[src/rtl/core/bate_pkg.sv]
// Shared types, constants and tables of the bond angle triplet engine.
package bate_pkg;

	localparam int DEF_MAX_NEIGHBORS = 16;
	localparam int DEF_MAX_ELEMENTS  = 16;
	localparam int DEF_COORD_BITS    = 24;
	localparam int QUEUE_DEPTH       = 2;

	localparam int TYPE_W  = 4;
	localparam int NE_W    = 5;
	localparam int ANGLE_W = 18;
	localparam int OUT_W   = 32;

	localparam logic [NE_W-1:0]    NE_RESET    = 5'd1;
	localparam logic [ANGLE_W-1:0] ANGLE_MAX   = 18'd205887;
	localparam logic [27:0]        HALF_PI_Q24 = 28'd26353589;

	localparam int DIV_STEPS    = 30;
	localparam int SQRT_STEPS   = 31;
	localparam int CORDIC_STEPS = 24;

	typedef enum logic [2:0] {
		A_IDLE, A_MUL, A_PREP, A_DIV, A_SQR, A_SQRT, A_CORD, A_DONE
	} ang_state_t;

	typedef enum logic [2:0] {
		B_IDLE, B_READ, B_CHECK, B_WAIT, B_EMIT, B_MIRROR, B_FLUSH
	} back_state_t;

	typedef struct packed {
		logic [ANGLE_W-1:0] angle;
		logic [TYPE_W-1:0]  type_second;
		logic [TYPE_W-1:0]  type_center;
		logic [TYPE_W-1:0]  type_first;
	} res_t;

	function automatic logic [23:0] atan_q24(input logic [4:0] i);
		logic [23:0] a;
		unique case (i)
			5'd0:  a = 24'd13176795;
			5'd1:  a = 24'd7778716;
			5'd2:  a = 24'd4110060;
			5'd3:  a = 24'd2086331;
			5'd4:  a = 24'd1047214;
			5'd5:  a = 24'd524117;
			5'd6:  a = 24'd262123;
			5'd7:  a = 24'd131069;
			5'd8:  a = 24'd65536;
			5'd9:  a = 24'd32768;
			5'd10: a = 24'd16384;
			5'd11: a = 24'd8192;
			5'd12: a = 24'd4096;
			5'd13: a = 24'd2048;
			5'd14: a = 24'd1024;
			5'd15: a = 24'd512;
			5'd16: a = 24'd256;
			5'd17: a = 24'd128;
			5'd18: a = 24'd64;
			5'd19: a = 24'd32;
			5'd20: a = 24'd16;
			5'd21: a = 24'd8;
			5'd22: a = 24'd4;
			5'd23: a = 24'd2;
			default: a = 24'd0;
		endcase
		return a;
	endfunction

endpackage

[src/rtl/core/bate_front.sv]
// Front part: accepts neighbors, tracks the store fill and the central type.
module bate_front import bate_pkg::*; #(
	parameter int MAX_NEIGHBORS = DEF_MAX_NEIGHBORS,
	parameter int COORD_BITS    = DEF_COORD_BITS,
	parameter int IN_W          = ((8 + 4 * COORD_BITS + 7) / 8) * 8,
	parameter int KW            = $clog2(MAX_NEIGHBORS),
	parameter int CMD_W         = 8 + 4 * COORD_BITS + KW
) (
	input  logic             clk,
	input  logic             arst_n,
	input  logic             tvalid,
	output logic             tready,
	input  logic [IN_W-1:0]  tdata,
	input  logic             tuser,
	output logic             push,
	output logic [CMD_W-1:0] push_data,
	input  logic             full
);
	localparam int CB = COORD_BITS;

	logic [KW:0]         cnt_q;
	logic [TYPE_W-1:0]   center_q;
	logic [KW:0]         eff_cnt;
	logic [TYPE_W-1:0]   center;
	logic                accept;
	logic                drop;

	assign tready  = !full;
	assign accept  = tvalid && !full;
	assign eff_cnt = tuser ? '0 : cnt_q;
	assign drop    = (eff_cnt == (KW+1)'(MAX_NEIGHBORS));
	assign center  = tuser ? tdata[TYPE_W-1:0] : center_q;
	assign push    = accept && !drop;

	assign push_data = {tdata[4 + 4 * CB +: TYPE_W], tdata[4 +: 4 * CB], center,
		eff_cnt[KW-1:0]};

	always_ff @(posedge clk or negedge arst_n) begin
		if (!arst_n) begin
			cnt_q    <= '0;
			center_q <= '0;
		end else if (accept) begin
			if (!drop) begin
				cnt_q <= eff_cnt + 1'b1;
			end
			if (tuser) begin
				center_q <= tdata[TYPE_W-1:0];
			end
		end
	end

endmodule

[config.mk]
export PLATFORM = sky130hd
export DESIGN_NAME = bate_front
export DESIGN_NICKNAME = d
export VERILOG_FILES = /design/src/rtl/core/bate_pkg.sv /design/src/rtl/core/bate_front.sv
export SDC_FILE = /design/constraint.sdc
export NUM_CORES = 1
export LEC_CHECK = 0
export BUFFER_PORTS_ARGS = -buffer_cell sky130_fd_sc_hd__buf_2
export CAP_MARGIN = 15
export CORE_AREA = 2 2 84 86
export CTS_BUF_LIST = sky130_fd_sc_hd__clkbuf_4 sky130_fd_sc_hd__clkbuf_8
export DETAILED_ROUTE_END_ITERATION = 6
export DIE_AREA = 0 0 86 88
export PLACE_DENSITY = 0.6
export SYNTH_ARGS = -nofsm -noshare
export SYNTH_HDL_FRONTEND = slang
export SYNTH_SLANG_ARGS = --single-unit
export TNS_END_PERCENT = 10
[constraint.sdc]
create_clock -name clk -period 1.93 [get_ports clk]
set_clock_uncertainty 0.05 [all_clocks]
set_input_delay 0.0965 -clock clk [delete_from_list [all_inputs] [get_ports clk]]
set_output_delay 0.0965 -clock clk [all_outputs]
set_load 0.02 [all_outputs]
Word level (Yosys, flattened, before mapping) --
Index checks and enable logic that the tools add are counted.
Storage, ports and cells: register bits 9, bits of input ports 109, word-level logic and storage cells 12
Operators by class: add/sub/neg operators 1, equal/unequal tests 1, muxes and demuxes 2, bitwise gates (word level) 1, reductions and logical operators 5
Operator list (number):
- 5-bit by 1-bit adder with 5-bit output (second input constant) | 1
- 5-bit equality test (second input constant) | 1
- 5-bit 2-to-1 mux | 1
- 4-bit 2-to-1 mux | 1
- 1-bit logical AND | 2
- 1-bit zero test | 2
- 2-bit AND reduction | 1
- 1-bit inverter | 1

Logic depth before layout (Yosys ltp) --
depth in word-level cells 4, depth in mapped cells 7, mapped depth without buffers 6

Worst setup path after synthesis --
No wires, ideal clock.
path kind register to register, start register cnt_q[0], end register cnt_q[4], setup time 126 ps, arrival 1176 ps, data required time 1754 ps, setup slack 578 ps, cell stages (with the launch flop) 7, buffers on the path 0, clock period less this slack 1352 ps, cell sequence dfrtp_1 -> nand2b_1 -> inv_1 -> ha_1 -> nand3_1 -> mux2i_1 -> o21ai_0
Between the ends: cells in the longest elaborated chain, start to end 4
Ends and longest elaborated chain:
- start, declared | RTL line bate_front.sv:21 | logic [KW:0] cnt_q;
- start signal, assigned | RTL line bate_front.sv:44 | cnt_q <= eff_cnt + 1'b1;
- 5-bit 2-to-1 mux * | RTL line bate_front.sv:30 | assign eff_cnt = tuser ? '0 : cnt_q;
- net push_data[0] | RTL line bate_front.sv:16 | output logic [CMD_W-1:0] push_data,
- branches (longest 3 deep; another with 5-bit by 1-bit adder with 5-bit output)
Mark *: on every way through the listed nets, which the timed path passes. A chain may end at the register's enable or synchronous reset.

Final worst setup path --
start register cnt_q[0], end output port push
Between the ends: cells in the longest elaborated chain, start to end 4
Ends and longest elaborated chain:
- 5-bit 2-to-1 mux | RTL line bate_front.sv:30
- 5-bit equality test | RTL line bate_front.sv:31 | assign drop = (eff_cnt == (KW+1)'(MAX_NEIGHBORS));
- 1-bit zero test
- 1-bit logical AND | RTL line bate_front.sv:33 | assign push = accept && !drop;
- end, declared | RTL line bate_front.sv:15 | output logic push,
Every way passes these cells.

==> flow_metrics.py <==
metrics = {
    "global_route": {
        "antenna_found_initial": 0,
        "grt_pass1_vias": 543,
        "grt_max_degree": 14,
        "grt_first_pass_wirelength_um": 2725,
        "grt_remaining_overflow": 0,
        "grt_usage_pct": 5.039,
    },
    "critical_path": {
        "critPathLaunchType": "flop",
        "r2r_end": "cnt_q[1]$_DFFE_PN0P_",
        "crit_arrival_ps": 1420,
        "reg2reg_depth": 4,
        "cp_max_fo": 4,
        "r2r_start": "cnt_q[0]$_DFFE_PN0P_",
        "end_kind": "primary output",
        "crit_type": "reg -> out",
        "r2r_slack_ps": 510,
        "cp.required_ps": 1780,
    },
    "layout": {
        "area_growth_pct": -39.79,
        "final_core_util_pct": 11.94,
        "fill_cells": 740,
        "drive_above_1_share_pct": 47.89,
        "nNetsFinal": 183,
        "diodes": 0,
    },
    "clock_tree": {
        "post_cts_buffers": 0,
        "htree_levels": 1,
        "clock_latency_ps": 230,
        "cts.sinks": 9,
        "cts_resized": 0,
        "cts_made_buffers": 3,
        "cts_tree": "built",
        "cts-hold-fix-buffers": 1,
        "clkTransAtPathRegs_ps": 40,
        "clockRootBuffer": "clkbuf_8",
        "cts_max_path_buffers": 2,
    },
    "route": {
        "drt_iter0_drc": 21,
        "wl_um": 2071,
        "via_count": 551,
        "wl_per_cell_um": 13.72,
        "drc_errors": 0,
        "drtPass1Iterations": 4,
        "ant_nets": 0,
        "viasPerCell": 3.649,
    },
    "sta": {
        "finalHoldViolCount": 0,
        "setup-tns-final_ps": 0,
        "rsz0062_at_grt": "false",
        "fmax_mhz": 637.8,
        "finalCriticalPeriod_ps": 1568,
        "setup_violations": 0,
        "slew_violations": 0,
        "worst_pin_slew_ps": 285.1,
        "finalCritPeriodShare_pct": 81.24,
        "relSlewSlack_pct": 80.85,
    },
    "die": {
        "die_y_um": 88,
        "core-area_sq_um": 6644,
        "rows": 30,
        "io_pins": 219,
        "die_w_um": 86,
        "start_util_pct": 19.83,
        "die-area_sq_um": 7568,
    },
    "logic_synthesis": {
        "synth.net_count": 261,
        "yosys.area.top_type": "buf_4",
        "synth_seq_cells": 9,
        "yosysSeqAreaShare_pct": 17.09,
        "synth_top_area_share_pct": 56.98,
        "synth-edff-count": 0,
        "syn_avg_cell_area_sq_um": 8.783,
        "synth_flop_cell": "dfrtp_1",
        "ys_types": 21,
        "synth_most_common_cell": "buf_4",
        "synth_warnings": 0,
        "async_reset_ff_share_pct": 100.0,
        "synth_cells": 150,
        "synth_area_leaders": "buf_4, dfrtp_1, mux2_2",
        "netlist_area_sq_um": 1318,
        "synthTopCellsByCount": "buf_4, dfrtp_1, mux2_2, inv_1, nand3_1",
    },
    "hold_path": {
        "holdPathEnd": "push_data[19]",
        "min_from": "tdata[15]",
        "hold_class": "in -> out",
        "hold_depth": 0,
    },
    "power": {
        "irDropWorstVdd_mv": 0.1950,
        "p_leak_nw": 0.3767,
        "cellPowerDensity_nw_per_um2": 1002,
    },
    "placed_design": {
        "gp_congestion": 0.6923,
        "dp_hpwl_um": 1599,
        "port_buffers": 18,
    },
    "status": {
        "outcome": "complete, no violations",
    },
    "run": {
        "max_cap_violations": 0,
    },
}
==> logic make-up after synthesis <==
logic type | Yosys count | share of synthesized area (%)
simple gates | 15 | 6.931
buf+inv | 107 | 60.11
compound gates | 5 | 3.324
fa+ha+maj | 2 | 1.899
flops | 9 | 17.09
mux | 12 | 10.64
==> worst max-delay path: stages, from the launching register on <==
cell      delay [ps]
dfrtp_1          370
nand2b_1         110
ha_1             240
a31o_4           260
inv_1             70
buf_2            160
==> sequential cells by signal, indices dropped and copies added, names as in the netlist <==
signal    cells
center_q      4
cnt_q         5
==> stage by stage <==
stage                     cells  total power (W)  hold WS (ps)  cell area, sq um  setup WS [ps]
after floorplan             150        0.0007931        -249.1              1318          578.2
after global placement      146        0.0005643        -89.17             734.5          509.7
after detailed placement    146        0.0005725        -91.85             734.5          474.0
after CTS                   151        0.0008061         143.1             793.3          349.2
after global routing        151        0.0008540         143.0             793.3          279.3
final                       151        0.0007951         143.0             793.3          362.0
==> layer usage <==
| metal | up-vias | global-route usage (%) | routed length (um) |
|---|---|---|---|
| met4 | 0 | 10.97 | 427 |
| met3 | 48 | 3.393 | 347 |
| met2 | 47 | 5.356 | 729 |
| met5 | - | 0 | 0 |
| met1 | 242 | 3.892 | 568 |
| li1 | 214 | - | - |
==> where the power goes <==
part           internal [W]  switching, W  leakage (nW)
combinational      0.000129      0.000135         0.245
clock              0.000158     0.0000716        0.0262
sequential         0.000248     0.0000534         0.106
total              0.000535      0.000260         0.377
==> layout make-up <==
cell class | count | area (sq um) | share of cell area, %
inverter | 5 | 18.77 | 2.366
timing repair buffer | 19 | 100.1 | 12.62
tap | 80 | 100.1 | 12.62
sequential | 9 | 225.2 | 28.39
clock buffer | 4 | 48.80 | 6.151
multi-input combinational | 34 | 300.3 | 37.85
==> cell usage in the layout (no fill, tap or decap), types with 2 or more instances in the layout <==
| cell | count |
|---|---|
| buf_2 | 18 |
| dfrtp_1 | 9 |
| mux2_2 | 8 |
| inv_1 | 5 |
| nand3_1 | 3 |
| clkbuf_8 | 3 |
| nand2b_1 | 2 |
| nor2b_1 | 2 |
| nor3b_1 | 2 |
| mux2i_1 | 2 |
| nand2_1 | 2 |
| o21ai_0 | 2 |
| mux2_4 | 2 |
| ha_1 | 2 |
==> worst max-delay path by stage <==
stage / startpoint / endpoint / slack [ps] / cells past startpoint
after CTS: cnt_q[0]$_DFFE_PN0P_ / push / 350 / 5
final: cnt_q[0]$_DFFE_PN0P_ / push / 360 / 5
after floorplan: cnt_q[0]$_DFFE_PN0P_ / cnt_q[4]$_DFFE_PN0P_ / 580 / 6
after global placement: tuser / cnt_q[1]$_DFFE_PN0P_ / 510 / 5
after global routing: cnt_q[0]$_DFFE_PN0P_ / push / 280 / 5
after detailed placement: tuser / cnt_q[1]$_DFFE_PN0P_ / 470 / 5
No activity file was read; power rests on OpenSTA's default activity.
