**src/rtl/core/bate_pkg.sv**
```systemverilog
// Shared types, constants and tables of the bond angle triplet engine.
package bate_pkg;

	localparam int DEF_MAX_NEIGHBORS = 16;
	localparam int DEF_MAX_ELEMENTS  = 16;
	localparam int DEF_COORD_BITS    = 24;
	localparam int QUEUE_DEPTH       = 2;

	localparam int TYPE_W  = 4;
	localparam int NE_W    = 5;
	localparam int ANGLE_W = 18;
	localparam int OUT_W   = 32;

	localparam logic [NE_W-1:0]    NE_RESET    = 5'd1;
	localparam logic [ANGLE_W-1:0] ANGLE_MAX   = 18'd205887;
	localparam logic [27:0]        HALF_PI_Q24 = 28'd26353589;

	localparam int DIV_STEPS    = 30;
	localparam int SQRT_STEPS   = 31;
	localparam int CORDIC_STEPS = 24;

	typedef enum logic [2:0] {
		A_IDLE, A_MUL, A_PREP, A_DIV, A_SQR, A_SQRT, A_CORD, A_DONE
	} ang_state_t;

	typedef enum logic [2:0] {
		B_IDLE, B_READ, B_CHECK, B_WAIT, B_EMIT, B_MIRROR, B_FLUSH
	} back_state_t;

	typedef struct packed {
		logic [ANGLE_W-1:0] angle;
		logic [TYPE_W-1:0]  type_second;
		logic [TYPE_W-1:0]  type_center;
		logic [TYPE_W-1:0]  type_first;
	} res_t;

	function automatic logic [23:0] atan_q24(input logic [4:0] i);
		logic [23:0] a;
		unique case (i)
			5'd0:  a = 24'd13176795;
			5'd1:  a = 24'd7778716;
			5'd2:  a = 24'd4110060;
			5'd3:  a = 24'd2086331;
			5'd4:  a = 24'd1047214;
			5'd5:  a = 24'd524117;
			5'd6:  a = 24'd262123;
			5'd7:  a = 24'd131069;
			5'd8:  a = 24'd65536;
			5'd9:  a = 24'd32768;
			5'd10: a = 24'd16384;
			5'd11: a = 24'd8192;
			5'd12: a = 24'd4096;
			5'd13: a = 24'd2048;
			5'd14: a = 24'd1024;
			5'd15: a = 24'd512;
			5'd16: a = 24'd256;
			5'd17: a = 24'd128;
			5'd18: a = 24'd64;
			5'd19: a = 24'd32;
			5'd20: a = 24'd16;
			5'd21: a = 24'd8;
			5'd22: a = 24'd4;
			5'd23: a = 24'd2;
			default: a = 24'd0;
		endcase
		return a;
	endfunction

endpackage

```
**src/rtl/core/bate_fifo.sv**
```systemverilog
// Small command queue between the front and back parts.
module bate_fifo import bate_pkg::*; #(
	parameter int WIDTH = 8,
	parameter int DEPTH = QUEUE_DEPTH
) (
	input  logic             clk,
	input  logic             arst_n,
	input  logic             push,
	input  logic [WIDTH-1:0] push_data,
	output logic             full,
	input  logic             pop,
	output logic [WIDTH-1:0] pop_data,
	output logic             valid
);
	localparam int PW = (DEPTH > 1) ? $clog2(DEPTH) : 1;
	localparam int CW = $clog2(DEPTH + 1);

	logic [WIDTH-1:0] mem_q [DEPTH];
	logic [PW-1:0]    wr_q;
	logic [PW-1:0]    rd_q;
	logic [CW-1:0]    cnt_q;
	logic             do_push;
	logic             do_pop;

	assign full     = (cnt_q == CW'(DEPTH));
	assign valid    = (cnt_q != '0);
	assign pop_data = mem_q[rd_q];
	assign do_push  = push && !full;
	assign do_pop   = pop && valid;

	always_ff @(posedge clk or negedge arst_n) begin
		if (!arst_n) begin
			wr_q  <= '0;
			rd_q  <= '0;
			cnt_q <= '0;
		end else begin
			if (do_push) begin
				wr_q <= (wr_q == PW'(DEPTH - 1)) ? '0 : wr_q + 1'b1;
			end
			if (do_pop) begin
				rd_q <= (rd_q == PW'(DEPTH - 1)) ? '0 : rd_q + 1'b1;
			end
			if (do_push && !do_pop) begin
				cnt_q <= cnt_q + 1'b1;
			end else if (do_pop && !do_push) begin
				cnt_q <= cnt_q - 1'b1;
			end
		end
	end

	always_ff @(posedge clk) begin
		if (do_push) begin
			mem_q[wr_q] <= push_data;
		end
	end

endmodule

```
**config.mk**
```make
export PLATFORM = sky130hd
export DESIGN_NAME = bate_fifo
export DESIGN_NICKNAME = d
export VERILOG_FILES = /design/src/rtl/core/bate_pkg.sv /design/src/rtl/core/bate_fifo.sv
export SDC_FILE = /design/constraint.sdc
export NUM_CORES = 1
export LEC_CHECK = 0
export BUFFER_PORTS_ARGS = -buffer_cell sky130_fd_sc_hd__buf_4
export CAP_MARGIN = 20
export CORE_MARGIN = 5
export CORE_UTILIZATION = 30
export CTS_BUF_LIST = sky130_fd_sc_hd__clkbuf_4
export DETAILED_ROUTE_END_ITERATION = 10
export PLACE_DENSITY = 0.54
export SLEW_MARGIN = 20
export SYNTH_ARGS = -nofsm -noshare
export SYNTH_HDL_FRONTEND = slang
export SYNTH_SLANG_ARGS = --single-unit
export TNS_END_PERCENT = 100
```
**constraint.sdc**
```tcl
create_clock -name clk -period 3.8 [get_ports clk]
set_input_delay 0.38 -clock clk [delete_from_list [all_inputs] [get_ports clk]]
set_output_delay 0.38 -clock clk [all_outputs]
set_load 0.03 [all_outputs]
```
Word level (Yosys, flattened, before mapping)
Memory sizes are Yosys's and may differ from the RTL's.
Cells that the tools add are included.
{"block": "op_classes", "n_addsub": 4, "eq_ne": 1, "muxes": 6, "reduce_logical": 9}
{"op": "$logic_and 1x1->1", "count": 4}
{"op": "$mux 1", "count": 4}
{"op": "$mux 2", "count": 2}
{"op": "$reduce_bool 2->1", "count": 2}
{"op": "$logic_not 1->1", "count": 3}
{"op": "$add 1x1->1 const B", "count": 2}
{"op": "$add 2x1->2 const B", "count": 1}
{"op": "$eq 2x2->1 const B", "count": 1}
{"op": "$sub 2x1->2 const B", "count": 1}
{"block": "totals", "mem_count": 1, "regBits": 4, "inputBits": 12, "ram_bits": 16, "wordCells": 24}
{"memory": "mem_q", "depth": 2, "word_bits": 8, "read_ports": 1, "rd_clocked_by_memory_dff": 0, "write_ports": 1, "line": "bate_fifo.sv:18", "text": "logic [WIDTH-1:0] mem_q [DEPTH];"}

Depth between registers and ports, before layout
{"block": "logic_depth", "depth_word": 7, "mapped_depth": 7, "mapped_depth_nobuf": 7}

Worst setup path after synthesis
Ideal clock, no wire load.
{"block": "synth_path", "path_kind": "register -> register", "startpoint": "register cnt_q[1]", "endpoint": "register cnt_q[1]", "arrival_time_ns": 1.240, "setup_time_ns": 0.125, "stages_incl_launch_ff": 7, "path_slack_ns": 2.435, "path_cell_list": "dfrtp_1 -> or2_4 -> nand2_4 -> ha_1 -> xor2_1 -> nor2_1 -> xor2_1"}
{"item": "from (decl)", "line": "bate_fifo.sv:21", "text": "logic [CW-1:0] cnt_q;"}
{"item": "from (signal assigned)", "line": "bate_fifo.sv:44", "text": "cnt_q <= cnt_q + 1'b1;"}
{"item": "from (signal assigned)", "line": "bate_fifo.sv:46", "text": "cnt_q <= cnt_q - 1'b1;"}
{"item": "$reduce_bool 2->1 *", "line": "bate_fifo.sv:26", "text": "assign valid = (cnt_q != '0);"}
{"item": "via valid", "line": "bate_fifo.sv:13", "text": "output logic valid"}
{"item": "$logic_and 1x1->1 *", "line": "bate_fifo.sv:29", "text": "assign do_pop = pop && valid;"}
{"item": "$logic_not 1->1", "line": "bate_fifo.sv:43", "text": "if (do_push && !do_pop) begin"}
{"item": "$logic_and 1x1->1", "line": "bate_fifo.sv:43"}
{"item": "$mux 2 or $reduce_bool 2->1 (tied branches)"}
Mark *: on every way through the listed nets, which the timed path passes. The rest lies on a longest branch. The select of a mux whose other input is x is not followed.
A chain may end at the register's enable or synchronous reset.

Worst setup path after layout
{"block": "layout_path", "startpoint": "register rd_q", "endpoint": "output port pop_data[1]"}
{"block": "layout_via", "elab_chain_len": 1}
{"item": "from (decl)", "line": "bate_fifo.sv:20", "text": "logic [PW-1:0] rd_q;"}
{"item": "from (signal assigned)", "line": "bate_fifo.sv:41", "text": "rd_q <= (rd_q == PW'(DEPTH - 1)) ? '0 : rd_q + 1'b1;"}
{"item": "$mem_v2 2x8"}
{"item": "to (decl)", "line": "bate_fifo.sv:12", "text": "output logic [WIDTH-1:0] pop_data,"}
Every way passes these cells.

==> results.toml <==
[place]
dp_hpwl_um = 933
io_buffers = 21
gp_congestion = 0.667
dp_slack_ns = 2.16

[synthesis]
yosysWarnings = 0
seq_area_frac_synth_pct = 73.9
syn_area_um2 = 786
ys_ff_latch = 20
avgSynthCellArea_um2 = 17.9
syn_inst = 44
ys_types = 14
synth_nets = 57

[floorplan]
fp-row-count = 18
die_w_um = 61.2
die_area_mm2 = 0.00374
initial_core_util_pct = 31.4
core_mm2 = 0.00250
pin_count = 22
fp.dieH_um = 61.2

[setup_path]
rr_endpoint = "mem_q[0][3]"
crit_start = "rd_q"
critical_path_required_ns = 3.42
crit_type = "flop to output pin"
cp_data_arrival_time_ns = 1.43
cp-start-kind = "flop"
r2r_setup_slack_ns = 2.18
crit_path_end = "pop_data[1]"
r2r_cells = 3
cp-end-kind = "output pin"
cp_max_fo = 9
reg2reg_from = "cnt_q[0]"

[run_status]
status = "complete, no violations"

[timing]
rsz0062_at_grt = "no"
setup_viol = 0
max_slew_margin_pct = 53.0
tns_ns = 0
drv_slew = 0
max_clock_freq_mhz = 552
clock-skew-final_ns = 0.00849
finalWorstSetupSlack_ns = 1.99
finalHoldViolCount = 0
min_period_ns = 1.81
tightest_slew_ns = 0.703
fin_crit_sh_pct = 47.6
holdWs_ns = 0.268

[detailed_routing]
wirelength_um = 1230
viasPerCell = 4.28
dr_total_vias = 424
drc = 0
final_antenna_net_count = 0
dr.pass1.iters = 4
drt_iter0_drc = 8
routedWlPerCell_um = 12.5

[global_routing]
first_global_vias = 450
grt-ovfl-total = 0
grt_pass1_wl_um = 2130
antenna_found_initial = 0
grt_util_all_layers_pct = 7.94
grt_max_degree = 12

[cells_and_area]
fillCellCount = 239
fin_nets = 83
syn_to_final_growth_pct = 28.8
diodes = 0
final_util_pct = 40.5
drive_gt1_share_pct = 39.1

[cts]
clockRootBuffer = "clkbuf_4"
clk_pin_slew_ns = 0.11
clockBufferDepth = 2
clk_latency_ns = 0.29
cts_tree = "built"
htreeDepth = 1
cts_sinks = 20
post_cts_resized = 0
cts_buffers = 3

[power_and_ir_drop]
p_total_w = 0.000781
p_leak_nw = 0.411
ir_worst_vdd_mv = 0.352
power_density_mw_per_mm2 = 771

[worst_hold_path]
hold_class = "primary input to flop"

[flow_run]
maxCapViolations = 0
-- worst min path at each step --
stage / endpoint / slack (ns) / cells after the start / start
floorplan: cnt_q[0] / 0.08 / 0 / arst_n
global placement: cnt_q[1] / 0.18 / 1 / arst_n
detailed placement: cnt_q[1] / 0.18 / 1 / arst_n
CTS: mem_q[0][5] / 0.26 / 1 / push_data[5]
global route: mem_q[1][0] / 0.23 / 1 / push_data[0]
finish: mem_q[1][5] / 0.27 / 1 / push_data[5]
-- logic make-up after synthesis --
family / share of synthesized area (%)
flip-flops: 73.9
multiplexers: 11.5
AND/OR/NAND/NOR: 5.89
XOR/XNOR: 5.57
buffers and inverters: 1.59
adder cells (fa/ha/maj): 1.59
-- per-layer routing --
metal	GRT usage (%)	routed length, um	up-vias
met3	2.94	129	0
met1	10.3	551	198
met5	0	0	-
met2	11.8	553	18
met4	3.72	0	0
li1	-	-	208
-- metrics by stage --
stage                     area (um^2)  cells
after detailed placement          976     94
after global placement            976     94
after floorplan                   786     44
final                            1010     99
after CTS                        1010     99
after global routing             1010     99
-- report_power, final --
part           switching (W)  internal, W   total, W  leakage (nW)
Sequential         0.0000428     0.000306   0.000349         0.195
Clock              0.0000590    0.0000381  0.0000972        0.0154
Combinational       0.000190     0.000144   0.000334         0.201
-- layout by cell type (no fill, tap or decap), drive strengths merged --
cell type,Yosys,final
and3,1,1
or2,1,1
xnor2,3,3
xor2,2,2
edfxtp,16,16
dfrtp,4,4
nand2b,1,1
clkbuf,0,3
dlygate4sd3,0,1
ha,1,1
inv,2,2
nand2,2,2
mux2,8,8
clkinv,0,1
nor2,2,2
buf,1,21
-- Yosys cell counts, drive strengths merged --
cell | number | share of area (%)
xor2 | 2 | 2.2
buf | 1 | 0.64
edfxtp | 16 | 61
and3 | 1 | 0.80
inv | 2 | 0.96
dfrtp | 4 | 13
mux2 | 8 | 11
or2 | 1 | 1.1
ha | 1 | 1.6
xnor2 | 3 | 3.3
nand2 | 2 | 2.2
nor2 | 2 | 0.96
nand2b | 1 | 0.80
-- worst max-delay path, stage by stage (launching register included) --
cell and delay (ns):
dfrtp_1 0.60, mux2_1 0.36, buf_4 0.17
-- layout make-up --
| type | instances | area, um^2 | share of cell area (%) |
|---|---|---|---|
| Multi-Input combinational cell | 21 | 193 | 19.0 |
| Tap cell | 30 | 37.5 | 3.71 |
| Clock inverter | 1 | 3.75 | 0.371 |
| Sequential cell | 20 | 581 | 57.4 |
| Timing Repair Buffer | 22 | 168 | 16.6 |
| Inverter | 2 | 7.51 | 0.742 |
| Clock buffer | 3 | 22.5 | 2.22 |
-- timing repair --
item                       4_1_cts  5_1_grt
setup endpoints to repair        0        0
hold endpoints to repair         4        0
hold buffers                     1        0
buffers inserted                 0        0
-- flip-flops by register name (all words and copies together) (netlist names) --
| signal | flops |
|---|---|
| cnt_q | 2 |
| wr_q | 1 |
| mem_q | 16 |
| rd_q | 1 |
(Power assumes the default switching activity.)
